$ cat config.mk
export PLATFORM = sky130hd
export DESIGN_NAME = json_string_unescape_utf8
export DESIGN_NICKNAME = d
export VERILOG_FILES = /design/src/sv/jsu_pkg.sv /design/src/sv/json_string_unescape_utf8.sv /design/src/sv/jsu_front.sv /design/src/sv/jsu_queue.sv /design/src/sv/jsu_back.sv
export SDC_FILE = /design/constraint.sdc
export NUM_CORES = 1
export LEC_CHECK = 0
export ABC_AREA = 1
export BUFFER_PORTS_ARGS = -buffer_cell sky130_fd_sc_hd__buf_4
export CORE_ASPECT_RATIO = 1.75
export CORE_MARGIN = 3
export CORE_UTILIZATION = 32
export CTS_BUF_LIST = sky130_fd_sc_hd__clkbuf_4 sky130_fd_sc_hd__clkbuf_8 sky130_fd_sc_hd__clkbuf_16
export DETAILED_ROUTE_END_ITERATION = 10
export HOLD_SLACK_MARGIN = 0.12
export SYNTH_ARGS = -nofsm -noshare
export SYNTH_HDL_FRONTEND = slang
export SYNTH_SLANG_ARGS = --single-unit
$ cat constraint.sdc
create_clock -name clock -period 9.8 [get_ports clock]
set_input_delay 0.98 -clock clock [delete_from_list [all_inputs] [get_ports clock]]
set_output_delay 0.98 -clock clock [all_outputs]
set_load 0.005 [all_outputs]
$ cat src/sv/jsu_pkg.sv
// ----------------------------------------------------------------------------
// jsu_pkg
// Shared types, codes and helpers for the JSON string unescape block.
// ----------------------------------------------------------------------------
package jsu_pkg;

   localparam int QDEPTH_DEF = 4;

   // decode modes
   localparam logic [2:0] MODE_PLAIN   = 3'd0;
   localparam logic [2:0] MODE_ESC     = 3'd1;
   localparam logic [2:0] MODE_HEX1    = 3'd2;
   localparam logic [2:0] MODE_HIGH    = 3'd3;
   localparam logic [2:0] MODE_HIGH_BS = 3'd4;
   localparam logic [2:0] MODE_HEX2    = 3'd5;

   // error codes
   localparam logic [3:0] ERR_NONE          = 4'd0;
   localparam logic [3:0] ERR_UNTERMINATED  = 4'd1;
   localparam logic [3:0] ERR_CONTROL       = 4'd2;
   localparam logic [3:0] ERR_TRUNC_ESCAPE  = 4'd3;
   localparam logic [3:0] ERR_BAD_ESCAPE    = 4'd4;
   localparam logic [3:0] ERR_TRUNC_UNICODE = 4'd5;
   localparam logic [3:0] ERR_BAD_HEX       = 4'd6;
   localparam logic [3:0] ERR_LONE_HIGH     = 4'd7;
   localparam logic [3:0] ERR_BAD_LOW       = 4'd8;
   localparam logic [3:0] ERR_LONE_LOW      = 4'd9;

   localparam logic [7:0] CH_QUOTE     = 8'h22;
   localparam logic [7:0] CH_BACKSLASH = 8'h5C;
   localparam logic [7:0] CH_SLASH     = 8'h2F;
   localparam logic [7:0] CH_B         = 8'h62;
   localparam logic [7:0] CH_F         = 8'h66;
   localparam logic [7:0] CH_N         = 8'h6E;
   localparam logic [7:0] CH_R         = 8'h72;
   localparam logic [7:0] CH_T         = 8'h74;
   localparam logic [7:0] CH_U         = 8'h75;
   localparam logic [7:0] CH_SPACE     = 8'h20;

   // one decoded input beat: up to four result beats
   typedef struct packed {
      logic [3:0][7:0] data;
      logic [1:0]      last_idx;
      logic            has_byte;
      logic            done;
      logic [3:0]      err;
   } job_type;

   // {valid, nibble}
   function automatic logic [4:0] hex_value(input logic [7:0] c);
      logic [4:0] r;
      r = '0;
      if (c >= 8'h30 && c <= 8'h39) begin
         r = {1'b1, c[3:0]};
      end else if ((c >= 8'h61 && c <= 8'h66) || (c >= 8'h41 && c <= 8'h46)) begin
         r = {1'b1, c[3:0] + 4'd9};
      end
      return r;
   endfunction

   function automatic job_type byte_job(input logic [7:0] b);
      job_type j;
      j = '0;
      j.data[0]  = b;
      j.has_byte = 1'b1;
      return j;
   endfunction

   function automatic job_type flag_job(input logic done, input logic [3:0] err);
      job_type j;
      j = '0;
      j.done = done;
      j.err  = err;
      return j;
   endfunction

   function automatic job_type utf8_job(input logic [20:0] cp);
      job_type j;
      j = '0;
      j.has_byte = 1'b1;
      if (cp < 21'h80) begin
         j.data[0] = cp[7:0];
      end else if (cp < 21'h800) begin
         j.data[0]  = {3'b110, cp[10:6]};
         j.data[1]  = {2'b10, cp[5:0]};
         j.last_idx = 2'd1;
      end else if (cp < 21'h10000) begin
         j.data[0]  = {4'b1110, cp[15:12]};
         j.data[1]  = {2'b10, cp[11:6]};
         j.data[2]  = {2'b10, cp[5:0]};
         j.last_idx = 2'd2;
      end else begin
         j.data[0]  = {5'b11110, cp[20:18]};
         j.data[1]  = {2'b10, cp[17:12]};
         j.data[2]  = {2'b10, cp[11:6]};
         j.data[3]  = {2'b10, cp[5:0]};
         j.last_idx = 2'd3;
      end
      return j;
   endfunction

endpackage

$ cat src/sv/json_string_unescape_utf8.sv
// ----------------------------------------------------------------------------
// json_string_unescape_utf8
// Decodes a JSON string body into UTF-8 bytes, with close and error reports.
// ----------------------------------------------------------------------------
// channel  dir  beat contents
// req      in   tdata[7:0] raw byte; tuser[0] text ended
// rsp      out  tdata[7:0] byte; tuser has_byte, string_done, error_code; tlast
//
// Input takes one byte per cycle while the job queue is not full.
// Output sends one result beat per cycle while rsp_tready is high; a \u escape
// yields up to three beats and a surrogate pair four, so the result sequencer
// sets sustained rate; each job passes the job queue, then the result register.
// Reset is synchronous and returns the decoder to plain mode, queue empty.
// req_tready drops only while the job queue (QDEPTH jobs) is full.
// ----------------------------------------------------------------------------
module json_string_unescape_utf8 import jsu_pkg::*; #(
   parameter int QDEPTH = QDEPTH_DEF
) (
   input  logic       clock,
   input  logic       reset,
   input  logic       req_tvalid,
   output logic       req_tready,
   input  logic [7:0] req_tdata,   // [7:0] in_byte
   input  logic       req_tuser,   // [0] text_ended
   output logic       rsp_tvalid,
   input  logic       rsp_tready,
   output logic [7:0] rsp_tdata,   // [7:0] out_byte
   output logic [5:0] rsp_tuser,   // [0] has_byte, [1] string_done, [5:2] error_code
   output logic       rsp_tlast
);

   logic    job_push;
   job_type push_job;
   logic    q_full;
   logic    q_pop;
   job_type pop_job;
   logic    q_valid;

   jsu_front u_front (
      .clock    (clock),
      .reset    (reset),
      .in_valid (req_tvalid),
      .in_ready (req_tready),
      .in_byte  (req_tdata),
      .in_end   (req_tuser),
      .job_push (job_push),
      .job      (push_job),
      .q_full   (q_full)
   );

   jsu_queue #(
      .QDEPTH (QDEPTH)
   ) u_queue (
      .clock     (clock),
      .reset     (reset),
      .push      (job_push),
      .push_job  (push_job),
      .full      (q_full),
      .pop       (q_pop),
      .pop_job   (pop_job),
      .not_empty (q_valid)
   );

   jsu_back u_back (
      .clock     (clock),
      .reset     (reset),
      .q_valid   (q_valid),
      .q_job     (pop_job),
      .q_pop     (q_pop),
      .out_valid (rsp_tvalid),
      .out_ready (rsp_tready),
      .out_byte  (rsp_tdata),
      .out_user  (rsp_tuser),
      .out_last  (rsp_tlast)
   );

endmodule

$ cat src/sv/jsu_front.sv
// ----------------------------------------------------------------------------
// jsu_front
// Takes raw string-body bytes, runs the escape decoder, pushes result jobs.
// ----------------------------------------------------------------------------
module jsu_front import jsu_pkg::*; (
   input  logic       clock,
   input  logic       reset,
   input  logic       in_valid,
   output logic       in_ready,
   input  logic [7:0] in_byte,
   input  logic       in_end,
   output logic       job_push,
   output job_type    job,
   input  logic       q_full
);

   logic [2:0]  mode_ff, mode_in;
   logic [1:0]  cnt_ff, cnt_in;
   logic [15:0] acc_ff, acc_in;
   logic [9:0]  hi_ff, hi_in;
   logic        emit;
   logic        accept;
   logic [4:0]  hv;
   logic [15:0] acc_new;
   logic [10:0] cp_top;

   assign in_ready = !q_full;
   assign accept   = in_valid && in_ready;
   assign job_push = accept && emit;
   assign hv       = hex_value(in_byte);
   assign acc_new  = {acc_ff[11:0], hv[3:0]};
   assign cp_top   = {1'b0, hi_ff} + 11'h040;

   always_comb begin
      mode_in = mode_ff;
      cnt_in  = cnt_ff;
      acc_in  = acc_ff;
      hi_in   = hi_ff;
      emit    = 1'b0;
      job     = '0;
      if (in_end) begin
         emit    = 1'b1;
         mode_in = MODE_PLAIN;
         cnt_in  = '0;
         acc_in  = '0;
         case (mode_ff)
            MODE_ESC:                job = flag_job(1'b0, ERR_TRUNC_ESCAPE);
            MODE_HEX1, MODE_HEX2:    job = flag_job(1'b0, ERR_TRUNC_UNICODE);
            MODE_HIGH, MODE_HIGH_BS: job = flag_job(1'b0, ERR_LONE_HIGH);
            default:                 job = flag_job(1'b0, ERR_UNTERMINATED);
         endcase
      end else begin
         case (mode_ff)
            MODE_ESC: begin
               mode_in = MODE_PLAIN;
               cnt_in  = '0;
               acc_in  = '0;
               emit    = 1'b1;
               case (in_byte)
                  CH_QUOTE, CH_BACKSLASH, CH_SLASH: job = byte_job(in_byte);
                  CH_B: job = byte_job(8'h08);
                  CH_F: job = byte_job(8'h0C);
                  CH_N: job = byte_job(8'h0A);
                  CH_R: job = byte_job(8'h0D);
                  CH_T: job = byte_job(8'h09);
                  CH_U: begin
                     emit    = 1'b0;
                     mode_in = MODE_HEX1;
                  end
                  default: job = flag_job(1'b0, ERR_BAD_ESCAPE);
               endcase
            end
            MODE_HEX1, MODE_HEX2: begin
               if (!hv[4]) begin
                  emit    = 1'b1;
                  job     = flag_job(1'b0, ERR_BAD_HEX);
                  mode_in = MODE_PLAIN;
                  cnt_in  = '0;
                  acc_in  = '0;
               end else if (cnt_ff != 2'd3) begin
                  acc_in = acc_new;
                  cnt_in = cnt_ff + 2'd1;
               end else begin
                  mode_in = MODE_PLAIN;
                  cnt_in  = '0;
                  acc_in  = '0;
                  if (mode_ff == MODE_HEX1) begin
                     if (acc_new[15:10] == 6'b110110) begin
                        hi_in   = acc_new[9:0];
                        mode_in = MODE_HIGH;
                     end else if (acc_new[15:10] == 6'b110111) begin
                        emit = 1'b1;
                        job  = flag_job(1'b0, ERR_LONE_LOW);
                     end else begin
                        emit = 1'b1;
                        job  = utf8_job({5'd0, acc_new});
                     end
                  end else begin
                     emit = 1'b1;
                     if (acc_new[15:10] != 6'b110111) begin
                        job = flag_job(1'b0, ERR_BAD_LOW);
                     end else begin
                        job = utf8_job({cp_top, acc_new[9:0]});
                     end
                  end
               end
            end
            MODE_HIGH: begin
               if (in_byte != CH_BACKSLASH) begin
                  emit    = 1'b1;
                  job     = flag_job(1'b0, ERR_LONE_HIGH);
                  mode_in = MODE_PLAIN;
                  cnt_in  = '0;
                  acc_in  = '0;
               end else begin
                  mode_in = MODE_HIGH_BS;
               end
            end
            MODE_HIGH_BS: begin
               cnt_in = '0;
               acc_in = '0;
               if (in_byte != CH_U) begin
                  emit    = 1'b1;
                  job     = flag_job(1'b0, ERR_LONE_HIGH);
                  mode_in = MODE_PLAIN;
               end else begin
                  mode_in = MODE_HEX2;
               end
            end
            default: begin
               mode_in = MODE_PLAIN;
               cnt_in  = '0;
               acc_in  = '0;
               emit    = 1'b1;
               if (in_byte == CH_QUOTE) begin
                  job = flag_job(1'b1, ERR_NONE);
               end else if (in_byte < CH_SPACE) begin
                  job = flag_job(1'b0, ERR_CONTROL);
               end else if (in_byte == CH_BACKSLASH) begin
                  emit    = 1'b0;
                  mode_in = MODE_ESC;
               end else begin
                  job = byte_job(in_byte);
               end
            end
         endcase
      end
   end

   always_ff @(posedge clock) begin
      if (reset) begin
         mode_ff <= MODE_PLAIN;
         cnt_ff  <= '0;
         acc_ff  <= '0;
         hi_ff   <= '0;
      end else if (accept) begin
         mode_ff <= mode_in;
         cnt_ff  <= cnt_in;
         acc_ff  <= acc_in;
         hi_ff   <= hi_in;
      end
   end

endmodule

$ cat src/sv/jsu_queue.sv
// ----------------------------------------------------------------------------
// jsu_queue
// Small job queue between the decoder and the result sequencer.
// ----------------------------------------------------------------------------
module jsu_queue import jsu_pkg::*; #(
   parameter int QDEPTH = QDEPTH_DEF
) (
   input  logic    clock,
   input  logic    reset,
   input  logic    push,
   input  job_type push_job,
   output logic    full,
   input  logic    pop,
   output job_type pop_job,
   output logic    not_empty
);

   localparam int PW = (QDEPTH > 1) ? $clog2(QDEPTH) : 1;
   localparam int CW = $clog2(QDEPTH + 1);
   localparam logic [PW-1:0] PTR_LAST = PW'(QDEPTH - 1);
   localparam logic [CW-1:0] CNT_FULL = CW'(QDEPTH);

   job_type       store_ff [QDEPTH];
   logic [PW-1:0] wr_ptr_ff, rd_ptr_ff;
   logic [CW-1:0] count_ff, count_in;
   logic          do_push, do_pop;

   assign full      = (count_ff == CNT_FULL);
   assign not_empty = (count_ff != '0);
   assign do_push   = push && !full;
   assign do_pop    = pop && not_empty;
   assign pop_job   = store_ff[rd_ptr_ff];

   always_comb begin
      count_in = count_ff;
      if (do_push && !do_pop) begin
         count_in = count_ff + CW'(1);
      end else if (do_pop && !do_push) begin
         count_in = count_ff - CW'(1);
      end
   end

   always_ff @(posedge clock) begin
      if (do_push) begin
         store_ff[wr_ptr_ff] <= push_job;
      end
   end

   always_ff @(posedge clock) begin
      if (reset) begin
         wr_ptr_ff <= '0;
         rd_ptr_ff <= '0;
         count_ff  <= '0;
      end else begin
         count_ff <= count_in;
         if (do_push) begin
            wr_ptr_ff <= (wr_ptr_ff == PTR_LAST) ? '0 : wr_ptr_ff + PW'(1);
         end
         if (do_pop) begin
            rd_ptr_ff <= (rd_ptr_ff == PTR_LAST) ? '0 : rd_ptr_ff + PW'(1);
         end
      end
   end

endmodule

$ cat src/sv/jsu_back.sv
// ----------------------------------------------------------------------------
// jsu_back
// Pulls queued jobs; sends result beats one per cycle when out_ready is high.
// ----------------------------------------------------------------------------
module jsu_back import jsu_pkg::*; (
   input  logic       clock,
   input  logic       reset,
   input  logic       q_valid,
   input  job_type    q_job,
   output logic       q_pop,
   output logic       out_valid,
   input  logic       out_ready,
   output logic [7:0] out_byte,
   output logic [5:0] out_user,
   output logic       out_last
);

   job_type    cur_ff;
   logic       cur_valid_ff;
   logic [1:0] idx_ff;
   logic       at_last;
   logic       sent;

   assign at_last   = (idx_ff == cur_ff.last_idx);
   assign sent      = cur_valid_ff && out_ready;
   assign q_pop     = q_valid && (!cur_valid_ff || (sent && at_last));
   assign out_valid = cur_valid_ff;
   assign out_byte  = cur_ff.data[idx_ff];
   assign out_user  = {cur_ff.err, cur_ff.done, cur_ff.has_byte};
   assign out_last  = at_last;

   always_ff @(posedge clock) begin
      if (q_pop) begin
         cur_ff <= q_job;
      end
   end

   always_ff @(posedge clock) begin
      if (reset) begin
         cur_valid_ff <= 1'b0;
         idx_ff       <= '0;
      end else if (q_pop) begin
         cur_valid_ff <= 1'b1;
         idx_ff       <= '0;
      end else if (sent) begin
         if (at_last) begin
            cur_valid_ff <= 1'b0;
            idx_ff       <= '0;
         end else begin
            idx_ff <= idx_ff + 2'd1;
         end
      end
   end

endmodule
==> metrics.yaml <==
synthesis:
  synth_cell_types: 44
  ys_warn_count: 0
  syn-num-nets: 1029
  netlist_instances: 1003
  async_flop_share_pct: 0
  synth-edff-count: 180
  ys_seq_elements: 217
  avgSynthCellArea_um2: 10.01
  synth_area_leaders: "edfxtp_1 54%, dfxtp_1 7.4%, o21ai_0 6.2%"
  yosys.area.top_type: "edfxtp_1"
  syn-cell-area_mm2: 0.01004
  synth_top_area_share_pct: 53.85
  ys_seq_area_share_pct: 61.23
  ys.flop_type: "edfxtp_1"
finish:
  final_common_cell: "edfxtp_1"
  nFillCells: 3060
  stdcell_area_mm2: 0.01122
  drive_above_1_share_pct: 11.12
  finalNetCount: 1039
  utilization_pct: 36.39
  fin_cells: 1416
  layout_common_cells: "180 x edfxtp_1, 142 x nor2_1, 125 x o21ai_0"
  syn2layout_area_growth_pct: 11.82
  diodes: 0
floorplan:
  die_y_um: 240.3
  num_rows: 85
  io_pins: 30
  die_width_um: 139.9
  die_area_mm2: 0.03361
  core_mm2: 0.03084
  initial_core_util_pct: 32.54
worst_setup_path:
  cp_data_arrival_time_ns: 3.40
  worstReg2RegEnd: "u_queue.store_ff[1][37]"
  worstSetupStartpointType: "primary input"
  path_cells: "buf_4 -> inv_1 -> ha_1 -> o21ai_0 -> nand2_1 -> nand2_2 -> nand2_2 -> nand2_1 -> nand2_1 -> nand3_2 -> nand2_2 -> nor2_4"
  critPathKind: "primary input to flip-flop"
  reg2reg_depth: 8
  r2r_start: "u_front.mode_ff[2]"
  ff2ff_setup_slack_ns: 6.67
  cp_top_family: "simple AND/OR/NAND/NOR gates"
  crit_path_end_kind: "flip-flop"
  worstPathRequired_ns: 9.89
  crit_fanout: 36
  slowest_stage: "nor2_4"
  slowest_delay_ns: 0.88
  crit_buf_inv: 2
clock_tree:
  cts_max_level: 1
  path_clk_slew_ns: 0.07
  cts_resized: 0
  cts_made_buffers: 19
  cts.hold.buffers_added: 0
  cts_tree: "yes"
  clk_latency_ns: 0.48
  cts_sinks: 217
  ctsLongestPathBuffers: 3
  cts_setup_buffers: 0
  root_buffer: "clkbuf_16"
timing:
  finClkSkew_ns: 0.01021
  rsz0062_at_grt: "false"
  slew_headroom_pct: 21.43
  timing.hold.ws_ns: 0.4840
  hold_viol: 0
  finalSetupTns_ns: 0
  layout_min_cycle_time_ns: 3.308
  setup_viol: 0
  drv_slew: 0
  period_share_pct: 33.76
  tightest_slew_ns: 1.177
  fmax_ghz: 0.3023
job:
  cap_violations: 0
pwr:
  ir_worst_vdd_v: 0.0001276
  p_int_mw: 1.909
  leakage_nw: 4.165
  p_clk_share_pct: 26.6
  switching_share_pct: 32.02
  seqPwrFrac_pct: 46.2
  power_switching_uw: 899.2
  combPwrFrac_pct: 27.2
  p_per_area_mw_per_mm2: 250.2
route:
  drt_pass1_iterations: 6
  ant_nets: 0
  drt_iter0_markers: 597
  via_per_inst: 5.173
  routed_wl_mm: 25.20
  num_vias: 7325
  post-route-drc-count: 0
  wl_per_cell_um: 17.80
run_status:
  status: "finished clean"
min_path:
  hold_end: "u_queue.count_ff[2]"
  min_from: "u_queue.count_ff[2]"
  hold_path.class: "flip-flop to flip-flop"
  whs_path_depth: 2
place:
  port_buffers: 29
  hpwl_mm: 17.65
  place_inst: 1383
  dpl_cell_area_mm2: 0.01060
  place.gp.congestion: 0.9591
grt:
  gr-usage-all-layers_pct: 14.53
  first_global_vias: 7157
  grt_max_degree: 76
  grt.overflow.total: 0
  grt_first_pass_wirelength_mm: 38.61
  antenna_found_initial: 0
[sequential cells by signal, summed over array words and instances (netlist names), 2 cells and up]
name and count:
u_queue.rd_ptr_ff 2, u_front.hi_ff 10, u_queue.count_ff 3, u_front.acc_ff 12
u_back.out_user 6, u_back.idx_ff 2, u_front.cnt_ff 2, u_front.mode_ff 3
u_back.cur_ff 30, u_queue.wr_ptr_ff 2, u_queue.store_ff 144
[cell type report]
type	instances	area, µm²	area share, %
inverter	95	356.6	3.177
tap	391	489.2	4.359
timing repair buffer	36	270.3	2.408
clock buffer	25	526.8	4.693
sequential	217	6147	54.77
multi-input combinational	644	3336	29.72
clock inverter	8	97.59	0.8696
[cells by family (layout without fill, tap and decap cells)]
group / Yosys count / count (layout) / synth area share [%]
xor+xnor: 5 / 5 / 0.4364
compound gates: 274 / 274 / 15.38
fa+ha+maj: 13 / 13 / 1.695
flops: 217 / 217 / 61.23
buf+inv: 142 / 164 / 5.834
simple gates: 352 / 352 / 15.42
[power by group through the flow]
stage,combinational [mW],sequential [mW],clock (mW)
after detailed placement,0.775,1.32,0
after global routing,0.860,1.31,0.798
final,0.765,1.30,0.747
after floorplan,0.516,1.30,0
after global placement,0.764,1.32,0
after CTS,0.776,1.30,0.766
[cells in the mapped netlist, types with 9 or more instances]
| cell type | number |
|---|---|
| nor2_1 | 146 |
| nor3_1 | 10 |
| clkbuf_1 | 32 |
| o21ai_0 | 125 |
| inv_2 | 11 |
| nand2_1 | 114 |
| nand4_1 | 10 |
| nor2_2 | 9 |
| ha_1 | 12 |
| nand3_1 | 46 |
| dfxtp_1 | 37 |
| o22ai_1 | 45 |
| buf_4 | 9 |
| edfxtp_1 | 180 |
| a21oi_1 | 59 |
| inv_1 | 84 |
[worst reg2reg max path: cells and delay by family (launching register included)]
family                 cells  cell delay [ns]
buffers and inverters      1             0.13
AND/OR/NAND/NOR            6             2.06
AO/OA/AOI/OAI              1             0.14
flip-flops                 1             0.40
[metrics by stage]
step / power (mW) / setup WS [ns]
6_report: 2.808 / 6.492
5_1_grt: 2.968 / 6.162
4_1_cts: 2.841 / 6.466
3_5_place_dp: 2.095 / 5.970
3_3_place_gp: 2.081 / 5.997
2_1_floorplan: 1.811 / 5.738
[how the worst max path moves through the flow]
stage | start | cells past startpoint | endpoint | slack (ns)
global placement | req_tdata[0] | 12 | u_queue.store_ff[1][31] | 6.00
finish | req_tdata[0] | 12 | u_queue.store_ff[1][37] | 6.49
detailed placement | req_tdata[0] | 12 | u_queue.store_ff[1][37] | 5.97
floorplan | req_tdata[0] | 11 | u_queue.store_ff[3][0] | 5.74
CTS | req_tdata[0] | 12 | u_queue.store_ff[1][32] | 6.47
global route | req_tdata[0] | 20 | u_queue.count_ff[2] | 6.16
[metal layers]
layer / GRT usage (%) / wire, µm / share of wire [%]
met5: 0 / 0 / 0
met4: 7.582 / 1312 / 5.2
met3: 1.433 / 862 / 3.4
met2: 28.71 / 13780 / 55
met1: 14.83 / 9249 / 37
Note: power is estimated with default switching activity, not from simulation.
